**config.mk**
```make
export PLATFORM = sky130hd
export DESIGN_NAME = task_table_merge_and_aging
export DESIGN_NICKNAME = d
export VERILOG_FILES = /design/src/hdl/ttma_pkg.sv /design/src/hdl/ttma_ram.sv /design/src/hdl/task_table_merge_and_aging.sv
export SDC_FILE = /design/constraint.sdc
export NUM_CORES = 2
export LEC_CHECK = 0
export BUFFER_PORTS_ARGS = -buffer_cell sky130_fd_sc_hd__buf_2
export CORE_MARGIN = 5
export CORE_UTILIZATION = 23
export CTS_CLUSTER_SIZE = 12
export DETAILED_ROUTE_END_ITERATION = 16
export SYNTH_ARGS = -nofsm -noshare
export SYNTH_HDL_FRONTEND = slang
export SYNTH_SLANG_ARGS = --single-unit
```
**constraint.sdc**
```tcl
create_clock -name clk -period 13.7 [get_ports clk]
set_input_delay 0.685 -clock clk [delete_from_list [all_inputs] [get_ports clk]]
set_output_delay 0.685 -clock clk [all_outputs]
set_load 0.05 [all_outputs]
```
**src/hdl/ttma_pkg.sv**
```systemverilog
// Package for the task table merge and aging block.
// Holds the entry and result layouts, item kind codes, register indexes and
// the fixed arithmetic constants. No dependencies.
package ttma_pkg;

	// Item kinds carried in tuser of the input stream.
	typedef enum logic [1:0] {
		KIND_SIGHT  = 2'd0,
		KIND_REPORT = 2'd1,
		KIND_TICK   = 2'd2
	} kind_t;

	// Configuration register indexes (byte address 4*index).
	localparam int          APB_AW           = 4;
	localparam logic [1:0]  REG_FORGET_RATE  = 2'd0;
	localparam logic [1:0]  REG_EXPIRE_LIMIT = 2'd1;
	localparam logic [1:0]  REG_DIST_CREEP   = 2'd2;

	// Reset values of the configuration registers.
	localparam logic [15:0] FORGET_RATE_RST  = 16'd256;
	localparam logic [15:0] EXPIRE_LIMIT_RST = 16'd100;
	localparam logic [7:0]  DIST_CREEP_RST   = 8'd4;

	// Hop cost is HOP_UNIT*range/RANGE_SCALE. The division uses a rounded-up
	// reciprocal scaled by 2^HOP_RECIP_SHIFT, exact for all 8-bit ranges.
	localparam logic [11:0] HOP_UNIT        = 12'd15;
	localparam int          RANGE_SCALE     = 130;
	localparam int          HOP_RECIP_SHIFT = 20;
	localparam logic [12:0] HOP_RECIP =
		13'((2 ** HOP_RECIP_SHIFT + RANGE_SCALE - 1) / RANGE_SCALE);

	localparam logic [7:0]  DIST_MAX    = 8'd255;
	localparam logic [7:0]  DIST_DIRECT = 8'd1;

	// Freshness: ((gap >> FRESH_SHIFT) * rate) >> RATE_FRAC.
	localparam int FRESH_SHIFT = 5;
	localparam int RATE_FRAC   = 8;
	localparam int GAP_W       = 32 - FRESH_SHIFT;
	localparam int PROD_W      = GAP_W + 16;
	localparam int FRESH_W     = PROD_W - RATE_FRAC;

	// One table entry as held in the memory.
	typedef struct packed {
		logic [15:0] fresh;
		logic [31:0] stamp;
		logic [7:0]  need;
		logic [7:0]  hops;
		logic [7:0]  key;
	} entry_t;

	// Result transfer layout, lowest field in the lowest bits.
	typedef struct packed {
		logic [5:0] pad;
		logic [3:0] task_count;
		logic       table_full;
		logic       info_changed;
		logic       was_inserted;
		logic [2:0] entry_slot;
	} res_t;

endpackage

```
**src/hdl/ttma_ram.sv**
```systemverilog
// Generic simple dual-port RAM: one write port, one read port, registered read.
// Used for the task table storage. No dependencies.
module ttma_ram #(
	parameter int WIDTH = 8,
	parameter int DEPTH = 8
) (
	input  logic                                       clk,
	input  logic                                       we,
	input  logic [((DEPTH > 1) ? $clog2(DEPTH) : 1)-1:0] waddr,
	input  logic [WIDTH-1:0]                           wdata,
	input  logic                                       re,
	input  logic [((DEPTH > 1) ? $clog2(DEPTH) : 1)-1:0] raddr,
	output logic [WIDTH-1:0]                           rdata
);

	logic [WIDTH-1:0] mem [DEPTH];

	// Write and registered read share the clock.
	always_ff @(posedge clk) begin
		if (we) begin
			mem[waddr] <= wdata;
		end
		if (re) begin
			rdata <= mem[raddr];
		end
	end

endmodule

```
**src/hdl/task_table_merge_and_aging.sv**
```systemverilog
// Top level of the task table merge and aging block.
// Depends on ttma_pkg and instantiates ttma_ram for the entry storage.
//
// Channel   Direction  Handshake                  Payload
// s_*       in         s_tvalid/s_tready          s_tdata (fields), s_tuser (kind)
// m_*       out        m_tvalid/m_tready          m_tdata (result fields)
// APB       in/out     psel/penable/pwrite/pready paddr, pwdata, prdata
//
// One item is handled at a time; the table memory has a single read port, so
// every item walks the valid entries one slot per cycle.
// A sighting or report walks up to the matched slot or to the end of the table;
// an aging tick walks every valid slot (read, multiply, write back).
// The finished result sits in the output register, and the next item is
// accepted as soon as it is loaded there, whether or not it has been taken.
// Reset clears the task count and control state; the memory is not cleared,
// as only slots below the task count are ever read.
module task_table_merge_and_aging import ttma_pkg::*; #(
	parameter int MAX_ENTRIES = 8
) (
	input  logic              clk,
	input  logic              arst_n,
	// Input stream
	input  logic              s_tvalid,
	output logic              s_tready,
	// [7:0] task_key, [15:8] reported_distance, [23:16] task_need,
	// [31:24] neighbour_range, [63:32] now_ticks
	input  logic [63:0]       s_tdata,
	// [1:0] kind
	input  logic [1:0]        s_tuser,
	// Result stream
	output logic              m_tvalid,
	input  logic              m_tready,
	// [2:0] entry_slot, [3] was_inserted, [4] info_changed, [5] table_full,
	// [9:6] task_count, [15:10] zero
	output logic [15:0]       m_tdata,
	// Configuration port
	input  logic              psel,
	input  logic              penable,
	input  logic              pwrite,
	input  logic [APB_AW-1:0] paddr,
	input  logic [31:0]       pwdata,
	output logic [31:0]       prdata,
	output logic              pready
);

	localparam int SLOT_W  = (MAX_ENTRIES > 1) ? $clog2(MAX_ENTRIES) : 1;
	localparam int CNT_W   = $clog2(MAX_ENTRIES + 1);
	localparam int ENTRY_W = $bits(entry_t);

	typedef enum logic [1:0] {
		ST_IDLE,
		ST_SCAN,
		ST_AGE,
		ST_RESP
	} state_t;

	state_t             state_q;
	logic [CNT_W-1:0]   cnt_q;
	logic [CNT_W-1:0]   rd_addr_q;

	// Captured item
	logic [1:0]         kind_q;
	logic [7:0]         key_q;
	logic [7:0]         need_q;
	logic [31:0]        now_q;
	logic [7:0]         newdist_q;

	// Result under construction and output register
	logic [SLOT_W-1:0]  res_slot_q;
	logic               res_ins_q;
	logic               res_chg_q;
	logic               res_full_q;
	res_t               res_out_q;
	logic               m_tvalid_q;

	// Configuration registers
	logic [15:0]        rate_q;
	logic [15:0]        limit_q;
	logic [7:0]         creep_q;

	// Read pipeline stage and aging stage
	logic               rd_v_s1;
	logic [SLOT_W-1:0]  slot_s1;
	logic               age_v_s2;
	logic [SLOT_W-1:0]  slot_s2;
	entry_t             ent_s2;
	logic [PROD_W-1:0]  prod_s2;

	// Input field views
	logic [1:0]         kind_in;
	logic [7:0]         key_in;
	logic [7:0]         rdist_in;
	logic [7:0]         need_in;
	logic [7:0]         range_in;
	logic [31:0]        now_in;

	logic               in_xfer;
	logic               cfg_wr;
	logic               out_free;

	// Hop cost arithmetic
	logic [11:0]        hop_scaled;
	logic [24:0]        hop_recip_prod;
	logic [24-HOP_RECIP_SHIFT:0] hop_cost;
	logic [8:0]         rep_sum;
	logic [7:0]         rep_dist;

	// Memory access
	logic               rd_en;
	logic [ENTRY_W-1:0] ram_rdata;
	entry_t             rd_entry;
	logic               ram_we;
	logic [SLOT_W-1:0]  ram_waddr;
	entry_t             ram_wentry;
	entry_t             new_entry;
	entry_t             aged_entry;

	// Scan decisions
	logic               key_hit;
	logic               update_hit;
	logic               scan_miss;
	logic               room;
	logic               insert;
	logic               age_we;
	logic               age_done;

	// Aging arithmetic
	logic [31:0]        stamp_gap;
	logic [FRESH_W-1:0] fresh_raw;
	logic [15:0]        fresh_clamped;
	logic [15:0]        aged_fresh;
	logic [8:0]         creep_sum;
	logic [7:0]         aged_dist;

	// Output field narrowing
	logic [SLOT_W+2:0]  slot_wide;
	logic [CNT_W+3:0]   cnt_wide;

	assign kind_in  = s_tuser;
	assign key_in   = s_tdata[7:0];
	assign rdist_in = s_tdata[15:8];
	assign need_in  = s_tdata[23:16];
	assign range_in = s_tdata[31:24];
	assign now_in   = s_tdata[63:32];

	assign s_tready = (state_q == ST_IDLE);
	assign in_xfer  = s_tvalid && s_tready;
	assign m_tvalid = m_tvalid_q;
	assign m_tdata  = res_out_q;
	assign out_free = !m_tvalid_q || m_tready;

	// Reported distance plus hop cost, saturated.
	assign hop_scaled     = {4'b0, range_in} * HOP_UNIT;
	assign hop_recip_prod = {13'b0, hop_scaled} * {12'b0, HOP_RECIP};
	assign hop_cost       = hop_recip_prod[24:HOP_RECIP_SHIFT];
	assign rep_sum        = {1'b0, rdist_in} + 9'(hop_cost);
	assign rep_dist       = rep_sum[8] ? DIST_MAX : rep_sum[7:0];

	// Read issue: walk the valid slots in order.
	assign rd_en    = ((state_q == ST_SCAN) || (state_q == ST_AGE)) && (rd_addr_q < cnt_q);
	assign rd_entry = entry_t'(ram_rdata);

	// Key lookup: the first returned slot that matches wins.
	assign key_hit    = (state_q == ST_SCAN) && rd_v_s1 && (rd_entry.key == key_q);
	assign update_hit = key_hit &&
		((kind_q == KIND_SIGHT) || (rd_entry.hops > newdist_q));
	assign scan_miss  = (state_q == ST_SCAN) && !rd_v_s1 && (rd_addr_q >= cnt_q);
	assign room       = (cnt_q < CNT_W'(MAX_ENTRIES));
	assign insert     = scan_miss && room;

	// Freshness and distance update for the entry in the aging stage.
	assign stamp_gap     = now_q - rd_entry.stamp;
	assign fresh_raw     = prod_s2[PROD_W-1:RATE_FRAC];
	assign fresh_clamped = (fresh_raw > FRESH_W'(limit_q)) ? limit_q : fresh_raw[15:0];
	assign aged_fresh    = (ent_s2.fresh < limit_q) ? fresh_clamped : ent_s2.fresh;
	assign creep_sum     = {1'b0, ent_s2.hops} + {1'b0, creep_q};
	assign aged_dist     = (aged_fresh >= limit_q) ? DIST_MAX :
		(creep_sum[8] ? DIST_MAX : creep_sum[7:0]);
	assign age_we        = age_v_s2 && (ent_s2.hops != DIST_DIRECT);
	assign age_done      = (state_q == ST_AGE) && (rd_addr_q >= cnt_q) && !rd_v_s1 && !age_v_s2;

	always_comb begin
		aged_entry       = ent_s2;
		aged_entry.fresh = aged_fresh;
		aged_entry.hops  = aged_dist;
	end

	always_comb begin
		new_entry.fresh = '0;
		new_entry.stamp = now_q;
		new_entry.need  = need_q;
		new_entry.hops  = newdist_q;
		new_entry.key   = key_q;
	end

	// Memory write selection: aging write-back, refresh in place, or append.
	assign ram_we     = age_we || update_hit || insert;
	assign ram_waddr  = age_we ? slot_s2 : (key_hit ? slot_s1 : cnt_q[SLOT_W-1:0]);
	assign ram_wentry = age_we ? aged_entry : new_entry;

	ttma_ram #(
		.WIDTH (ENTRY_W),
		.DEPTH (MAX_ENTRIES)
	) u_table (
		.clk   (clk),
		.we    (ram_we),
		.waddr (ram_waddr),
		.wdata (ram_wentry),
		.re    (rd_en),
		.raddr (rd_addr_q[SLOT_W-1:0]),
		.rdata (ram_rdata)
	);

	// Read return tracking.
	always_ff @(posedge clk or negedge arst_n) begin
		if (!arst_n) begin
			rd_v_s1  <= 1'b0;
			age_v_s2 <= 1'b0;
		end else begin
			rd_v_s1  <= rd_en;
			age_v_s2 <= rd_v_s1 && (state_q == ST_AGE);
		end
	end

	// Aging stage payload: the multiply is registered before the clamp.
	always_ff @(posedge clk) begin
		slot_s1 <= rd_addr_q[SLOT_W-1:0];
		slot_s2 <= slot_s1;
		ent_s2  <= rd_entry;
		prod_s2 <= {16'b0, stamp_gap[31:FRESH_SHIFT]} * {GAP_W'(0), rate_q};
	end

	// Item sequencer, task count and output register.
	always_ff @(posedge clk or negedge arst_n) begin
		if (!arst_n) begin
			state_q    <= ST_IDLE;
			cnt_q      <= '0;
			rd_addr_q  <= '0;
			m_tvalid_q <= 1'b0;
			res_out_q  <= '0;
			res_slot_q <= '0;
			res_ins_q  <= 1'b0;
			res_chg_q  <= 1'b0;
			res_full_q <= 1'b0;
			kind_q     <= '0;
			key_q      <= '0;
			need_q     <= '0;
			now_q      <= '0;
			newdist_q  <= '0;
		end else begin
			// A taken result clears the output register unless a new one replaces it.
			if (m_tvalid_q && m_tready && (state_q != ST_RESP)) begin
				m_tvalid_q <= 1'b0;
			end
			if (rd_en) begin
				rd_addr_q <= rd_addr_q + 1'b1;
			end
			case (state_q)
				ST_IDLE: begin
					if (in_xfer) begin
						kind_q     <= kind_in;
						key_q      <= key_in;
						need_q     <= need_in;
						now_q      <= now_in;
						newdist_q  <= (kind_in == KIND_REPORT) ? rep_dist : DIST_DIRECT;
						rd_addr_q  <= '0;
						res_slot_q <= '0;
						res_ins_q  <= 1'b0;
						res_chg_q  <= 1'b0;
						res_full_q <= 1'b0;
						case (kind_in)
							KIND_SIGHT, KIND_REPORT: state_q <= ST_SCAN;
							KIND_TICK:               state_q <= ST_AGE;
							default:                 state_q <= ST_RESP;
						endcase
					end
				end
				ST_SCAN: begin
					if (key_hit) begin
						res_slot_q <= slot_s1;
						res_chg_q  <= update_hit;
						state_q    <= ST_RESP;
					end else if (scan_miss) begin
						if (room) begin
							res_slot_q <= cnt_q[SLOT_W-1:0];
							res_ins_q  <= 1'b1;
							res_chg_q  <= 1'b1;
							cnt_q      <= cnt_q + 1'b1;
						end else begin
							res_full_q <= 1'b1;
						end
						state_q <= ST_RESP;
					end
				end
				ST_AGE: begin
					if (age_done) begin
						state_q <= ST_RESP;
					end
				end
				ST_RESP: begin
					if (out_free) begin
						res_out_q.pad          <= '0;
						res_out_q.task_count   <= cnt_wide[3:0];
						res_out_q.table_full   <= res_full_q;
						res_out_q.info_changed <= res_chg_q;
						res_out_q.was_inserted <= res_ins_q;
						res_out_q.entry_slot   <= slot_wide[2:0];
						m_tvalid_q             <= 1'b1;
						state_q                <= ST_IDLE;
					end
				end
				default: begin
					state_q <= ST_IDLE;
				end
			endcase
		end
	end

	assign slot_wide = {3'b0, res_slot_q};
	assign cnt_wide  = {4'b0, cnt_q};

	// Configuration registers, written on the access phase of a transfer.
	assign pready = 1'b1;
	assign cfg_wr = psel && penable && pwrite && pready;

	always_ff @(posedge clk or negedge arst_n) begin
		if (!arst_n) begin
			rate_q  <= FORGET_RATE_RST;
			limit_q <= EXPIRE_LIMIT_RST;
			creep_q <= DIST_CREEP_RST;
		end else if (cfg_wr) begin
			case (paddr[3:2])
				REG_FORGET_RATE:  rate_q  <= pwdata[15:0];
				REG_EXPIRE_LIMIT: limit_q <= pwdata[15:0];
				REG_DIST_CREEP:   creep_q <= pwdata[7:0];
				default:          ;
			endcase
		end
	end

	// Register read-back.
	always_comb begin
		case (paddr[3:2])
			REG_FORGET_RATE:  prdata = {16'b0, rate_q};
			REG_EXPIRE_LIMIT: prdata = {16'b0, limit_q};
			REG_DIST_CREEP:   prdata = {24'b0, creep_q};
			default:          prdata = '0;
		endcase
	end

	// The task count never passes the table size.
	a_cnt_bound: assert property (@(posedge clk) disable iff (!arst_n)
		cnt_q <= CNT_W'(MAX_ENTRIES))
		else $error("task count above table size");

	// Writes only touch valid slots or the next free one.
	a_wr_addr: assert property (@(posedge clk) disable iff (!arst_n)
		ram_we |-> (CNT_W'(ram_waddr) <= cnt_q))
		else $error("table write beyond the valid region");

	// The task count only moves on an append.
	a_cnt_insert: assert property (@(posedge clk) disable iff (!arst_n)
		!$stable(cnt_q) |-> ($past(insert) && (cnt_q == $past(cnt_q) + 1'b1)))
		else $error("task count changed without an insert");

	// A dropped insert reports no change.
	a_full_flags: assert property (@(posedge clk) disable iff (!arst_n)
		(m_tvalid_q && res_out_q.table_full) |->
		(!res_out_q.was_inserted && !res_out_q.info_changed))
		else $error("full table result with change flags");

	// Aging write-backs happen only during a tick.
	a_age_state: assert property (@(posedge clk) disable iff (!arst_n)
		age_v_s2 |-> (state_q == ST_AGE))
		else $error("aging stage active outside a tick");

endmodule
```
**After elaboration in Yosys (flattened, before gate mapping)**

Memory sizes are Yosys's and may differ from the RTL's. A register that Yosys moved wholly into a read port is not among the register bits.
Index checks and enable logic that the tools add are counted.

- Add/sub/neg operators: 5
- $mul: 3
- Order comparisons: 7
- Equality and inequality tests: 19
- Multiplexer cells: 41
- Bitwise operators: 1
- Reductions and logical operators: 41

Operators by type and width:

| kind | number |
|---|---|
| $mux W72 | 1 |
| $pmux W16 S3 | 1 |
| $mul A27 B16 Y43 | 1 |
| $gt A35 B16 Y1 | 1 |
| $mux W16 | 2 |
| $mux W8 | 4 |
| $sub A32 B32 Y32 | 1 |
| $mul A12 B12 Y24 const B | 1 |
| $mux W3 | 6 |
| $logic_and A1 B1 Y1 | 17 |
| $ge A16 B16 Y1 | 1 |
| $lt A16 B16 Y1 | 1 |
| $ne A2 B2 Y1 const B | 7 |
| $mux W1 | 13 |
| $mul A8 B4 Y12 const B | 1 |
| $mux W4 | 3 |
| $reduce_and A4 Y1 | 3 |
| $mux W2 | 5 |
| $reduce_and A2 Y1 | 5 |
| $reduce_and A5 Y1 | 2 |
| $add A8 B5 Y9 | 1 |
| $add A8 B8 Y9 | 1 |
| $add A4 B1 Y4 const B | 2 |
| $eq A2 B2 Y1 const B | 4 |
| 19 further kinds | 33 |

- Bits in registers: 248
- Memory bits (writable): 576
- Input bits: 109
- Output and inout port bits: 51
- Word-level logic and storage cells: 149
- Memories kept: 1

Memory list:

| memory | depth | bits a word | read ports | clocked after memory_dff | wr ports | RTL line | text |
|---|---|---|---|---|---|---|---|
| u_table.mem | 8 | 72 | 1 | 1 | 1 | ttma_ram.sv:16 | `logic [WIDTH-1:0] mem [DEPTH];` |

**Logic depth before layout (Yosys ltp)**

- Word-level depth: 8
- Gate-level depth with buffers: 40
- Gate-level depth less buffers: 40

**By module**

From an unflattened synthesis, not the netlist that was laid out.

- Cell total of the unflattened synthesis: 4020
- Area, all modules: 51989.9 um2

By module, submodules not included:

| module | times used | cells an instance | area an instance (um2) | sequential area each (um2) |
|---|---|---|---|---|
| task_table_merge_and_aging | 1 | 3103 | 27900.5 | 5446.5 |
| ttma_ram | 1 | 917 | 24089.4 | 19458.7 |

**Least setup slack after synthesis**

Ideal clock, no wire load.

- Path type: input to register
- Start point: in s_tdata[27]
- End point: reg newdist_q[3]
- Library setup time: 83 ps
- Arrival: 8169 ps
- Required time: 13617 ps
- Setup slack: 5448 ps
- Cell stages on the path: 35
- Path buffers: 0
- Cells stage by stage: inv_1 > fa_1 > fa_1 > inv_1 > ha_1 > nor2b_1 > o21a_1 > o21ai_0 > nand2b_1 > a21o_1 > xor2_1 > xor2_1 > xnor2_1 > fa_1 > fa_1 > inv_1 > ha_1 > ha_1 > ha_1 > a21o_1 > a21oi_1 > nor2b_1 > o21ai_0 > nand2_1 > o31a_1 > a21oi_1 > inv_1 > fa_1 > inv_1 > a21oi_1 > o21bai_1 > a21oi_1 > nor3b_1 > nor2_1 > o22ai_1

- Longest elaborated chain between the ends: 5

Ends and longest elaborated chain:

| item | RTL line | text |
|---|---|---|
| start: declaration | task_table_merge_and_aging.sv:27 | `input logic [63:0] s_tdata,` |
| $mul A8 B4 Y12 | task_table_merge_and_aging.sv:153 | `assign hop_scaled = {4'b0, range_in} * HOP_UNIT;` |
| $mul A12 B12 Y24 | task_table_merge_and_aging.sv:154 | `assign hop_recip_prod = {13'b0, hop_scaled} * {12'b0, HOP_RECIP};` |
| $add A8 B5 Y9 | task_table_merge_and_aging.sv:156 | `assign rep_sum = {1'b0, rdist_in} + 9'(hop_cost);` |
| $mux W8 | task_table_merge_and_aging.sv:157 | `assign rep_dist = rep_sum[8] ? DIST_MAX : rep_sum[7:0];` |
| $mux W8 | task_table_merge_and_aging.sv:265 | `newdist_q <= (kind_in == KIND_REPORT) ? rep_dist : DIST_DIRECT;` |
| end signal: assignment | task_table_merge_and_aging.sv:265 |  |
| end: declaration | task_table_merge_and_aging.sv:66 | `logic [7:0] newdist_q;` |

No other way between the ends.
A chain may end at the register's enable or synchronous reset.

**Final worst setup path**

- Start point: reg now_q[3]
- End point: reg prod_s2[41]

- Longest elaborated chain between the ends: 2

Ends and longest elaborated chain:

| item | RTL line | text |
|---|---|---|
| start: declaration | task_table_merge_and_aging.sv:65 | `logic [31:0] now_q;` |
| start signal: assignment | task_table_merge_and_aging.sv:264 | `now_q <= now_in;` |
| $sub A32 B32 Y32 | task_table_merge_and_aging.sv:172 | `assign stamp_gap = now_q - rd_entry.stamp;` |
| $mul A27 B16 Y43 | task_table_merge_and_aging.sv:230 | `prod_s2 <= {16'b0, stamp_gap[31:FRESH_SHIFT]} * {GAP_W'(0), rate_q};` |
| end signal: assignment | task_table_merge_and_aging.sv:230 |  |
| end: declaration | task_table_merge_and_aging.sv:87 | `logic [PROD_W-1:0] prod_s2;` |

No other way between the ends.

==> out/summary.md <==
The share of final-layout standard cells stronger than drive strength 1 is 14.15%, and the combined area of all synthesized cells is 48810 um^2. For this run, design rule violations remaining after detail routing come to 0. In this run the count of I/O pins placed on the die edge is 160. For this run, the detailed router's first-pass iteration total came to 7. The launching element type of the critical path was a flip-flop. The most numerous cell type found on the critical path is fa_1.

The area of the core region was 211700 um^2; the post-detailed-route count of antenna-violating nets was 0. In this run the deepest clock path goes through 3 buffers. Relative to the synthesized area, the layout overhead comes to 13.79%.

The number of hold buffers added after CTS is 0, and the total number of placement rows is 169. After clock tree synthesis, the clock-pin slew on the worst setup and hold paths is 0.07 ns. The synthesized design contains 576 enable-type register cells. The final layout contains 4804 nets. For this design, the slowest cell found on the critical path is xor2_2.

After the first detailed-routing iteration, the DRC count stood at 1832. For this run the aggregate overflow at the end of global routing stands at 0. The logs give 0.04652 ns for the final clock skew and 21810 for the fill cell instance count of the final layout.

The average cell area after synthesis is 12.45 um^2, and the largest net degree at the start of global routing is 99. In the synthesized netlist the dominant register cell turns out to be edfxtp_1. OpenSTA, run right after detailed placement, puts the worst setup slack at 4.070 ns. The logs give 0 for the synthesis warning total and 3 for the deepest level of the CTS H-tree.

The logs give 80 for the number of different library cells in the post-synthesis netlist and 120.5 mm for the final wirelength. The tools report the required time of the critical path as 14.24 ns. The tools report the weighted congestion reported at the end of routability-driven placement as 0.8203. The type of the worst min-delay path is in2async. For the number of CTS-inserted buffers, the log shows 84. In this run, synthesis produced a sequential element count of 800. The measured slew at the worst slew-check pin was 1.334 ns; the detailed placement HPWL was 84.29 mm. Broken down by cell family, the worst path's largest delay share belongs to adder cells. The mean number of vias per cell was 4.301; the tightest slew margin relative to the limit was 10.54%. TritonCTS built the clock tree. The critical path buffer and inverter count was 3; the area enclosed by the die boundary was 221500 um^2. The logs give 0 for the number of setup violations in the final report and 23.06% for the effective utilization at floorplan.

By startpoint and endpoint, the worst setup path is classified as reg2reg. For the TritonCTS sink count, the log shows 800. The library cell used most frequently in the layout, excluding fill and tap cells, is nand2_1.

The final clock period utilization by the worst path is 70.86%. For the worst-skew pair, the clock arrives at the later sink with an insertion delay of 0.66 ns. The worst setup path is captured at a flip-flop.

The worst path meets setup with 3.992 ns of slack. Wire length of the first global-routing pass: 187.1 mm. Global routing consumed, over all layers together, 10.76% of the routing resources. From bottom edge to top edge, the die measures 470.7 um. At the worst endpoint, the arrival time is 10.25 ns.

Global routing consumed, on the met3 layer, 1.872% of the routing resources. The routed layout has 29710 vias. The share of the Yosys chip area taken by registers is 45.86%. The tree is rooted in a clkbuf_16.

For the number of antenna violations at the first check in global routing, the log shows 23. The synthesized instance count was 3920; the maximum clock rate was 103.0 MHz. The count of input and output buffers was 110. On the worst path, the slowest cell contributes a delay of 0.81 ns. The top cell types in the final layout, fill and taps aside, are nand2_1 (579), edfxtp_1 (576), inv_1 (529).

After clock tree synthesis, the setup repair step added 0 buffers. The proportion of register bits with asynchronous set or reset after synthesis is 14.88%. Dividing the detail-routed wire length by the instance count gives 17.44 um. The run finished with clean final reports.

The number of gates resized after CTS was 0. Adding up every negative setup slack in the final design gives 0 ns. Measured along the x axis, the die boundary spans 470.7 um.

Of all nets on the critical path, the largest fanout is 16. The via count of the first global-routing pass was 31770. The total of max-cap violations is 0.

The run gives 0 as the number of max-slew violations in the final report. The global routing usage on met2 was 18.77%. The number of hold violations in the final report was 0; the minimum clock period was 9.708 ns. Setup repair after global routing left no endpoint under its margin.

In this run the most used layer during global routing was met2. For the global-route met1 utilization, the log shows 13.73%.
-- cell usage after synthesis (all sizes together), types with 4 or more instances --
cell type	count	area share, %
xor2	41	0.74
a21oi	109	1.2
ha	293	7.5
mux2	97	2.2
nand3	22	0.23
o21ai	76	0.79
dfxtp	105	4.3
dfrtp	114	5.8
mux4	128	5.9
fa	388	16
dfstp	5	0.27
or2	6	0.077
and4	11	0.20
o31ai	6	0.10
nor3	21	0.23
nand4	14	0.18
inv	530	4.1
a32oi	7	0.13
nand2b	15	0.20
mux2i	38	0.78
buf	52	0.62
a211oi	25	0.39
and3	18	0.23
and2	177	2.3
a31oi	4	0.051
xnor2	59	1.1
edfxtp	576	35
clkbuf	132	1.0
nand2	581	4.5
nor2	92	0.71
o21bai	14	0.22
nor4	8	0.10
o22ai	12	0.15
nor3b	4	0.062
a21o	56	0.86
nor2b	17	0.22
o21a	14	0.22
-- registers in the layout, summed over array words and instances (netlist names), 2 cells and up --
| signal | count |
|---|---|
| aged_entry | 40 |
| cnt_q | 4 |
| creep_q | 8 |
| ent_s2 | 24 |
| key_q | 8 |
| kind_q | 2 |
| limit_q | 16 |
| m_tdata | 10 |
| newdist_q | 8 |
| now_q | 32 |
| prod_s2 | 35 |
| rate_q | 16 |
| rd_addr_q | 4 |
| res_slot_q | 3 |
| slot_s1 | 3 |
| slot_s2 | 3 |
| state_q | 2 |
| u_table.mem | 512 |
| u_table.rdata | 64 |
-- cells by family after synthesis --
family                     after synthesis  synth area share (%)
and+or+nand+nor                        998                 9.354
DFF                                    800                 45.86
buffers and inverters                  714                 5.711
adders and majority gates              682                 23.45
AOI/OAI and AO/OA                      361                 4.866
muxes                                  263                 8.924
xor gates and xnor gates               100                 1.825
other                                    2               0.01539
-- per-layer routing --
metal	vias to the layer above	share of wire (%)	routed length (um)
met5	-	0.0075	9
met4	2	2.8	3336
met3	216	5.3	6433
met2	753	50	59960
met1	15360	42	50760
li1	13390	-	-
-- worst register-to-register path, delay by kind of cell (launching register included) --
kind,cells,cell delay (ns)
AO/OA/AOI/OAI,12,3.30
buffers and inverters,3,0.16
flip-flops,1,0.40
AND/OR/NAND/NOR,5,0.95
adder cells (fa/ha/maj),8,3.86
XOR/XNOR,2,0.94
-- area by class of cell --
class,instances,area [um^2],share of cell area (%)
clock inverters,24,344.1,0.6195
clock buffers,133,2391,4.305
flip-flops and latches,800,22390,40.32
well taps,2821,3530,6.355
inverters,530,1989,3.582
diodes,2,5.005,0.009011
repair buffers,171,1027,1.850
multi-input cells,2427,23860,42.96
-- stage by stage --
step                      util (%)  area [um^2]  hold WS (ns)  instances
after floorplan                  -        48890        0.3233       3941
after global placement       24.95        52800        0.3240       6749
after detailed placement     24.95        52800        0.3278       6749
after CTS                    26.24        55540        0.1284       6906
after global routing         26.24        55540        0.1819       6906
final                        26.24        55540        0.1415       6908
-- final timing paths --
kind                                            from                endpoint  slack, ns  depth (start not counted)
worst max-delay path            now_q[3]$_DFFE_PN0P_     prod_s2[41]$_DFF_P_       3.99                         30
worst min-delay path                          arst_n    now_q[5]$_DFFE_PN0P_       0.14                          1
worst max register to register  now_q[3]$_DFFE_PN0P_     prod_s2[41]$_DFF_P_       3.99                         30
worst min register to register    slot_s1[2]$_DFF_P_      slot_s2[2]$_DFF_P_       0.33                          0
max in group asynchronous                     arst_n  rd_addr_q[0]$_DFF_PN0_      12.33                          2
min in group clk                         s_tdata[54]   now_q[22]$_DFFE_PN0P_       0.24                          3
Power is left out: the tool's default activity adds up to more than one toggle a clock period on the data nets, which glitch-free logic cannot reach.
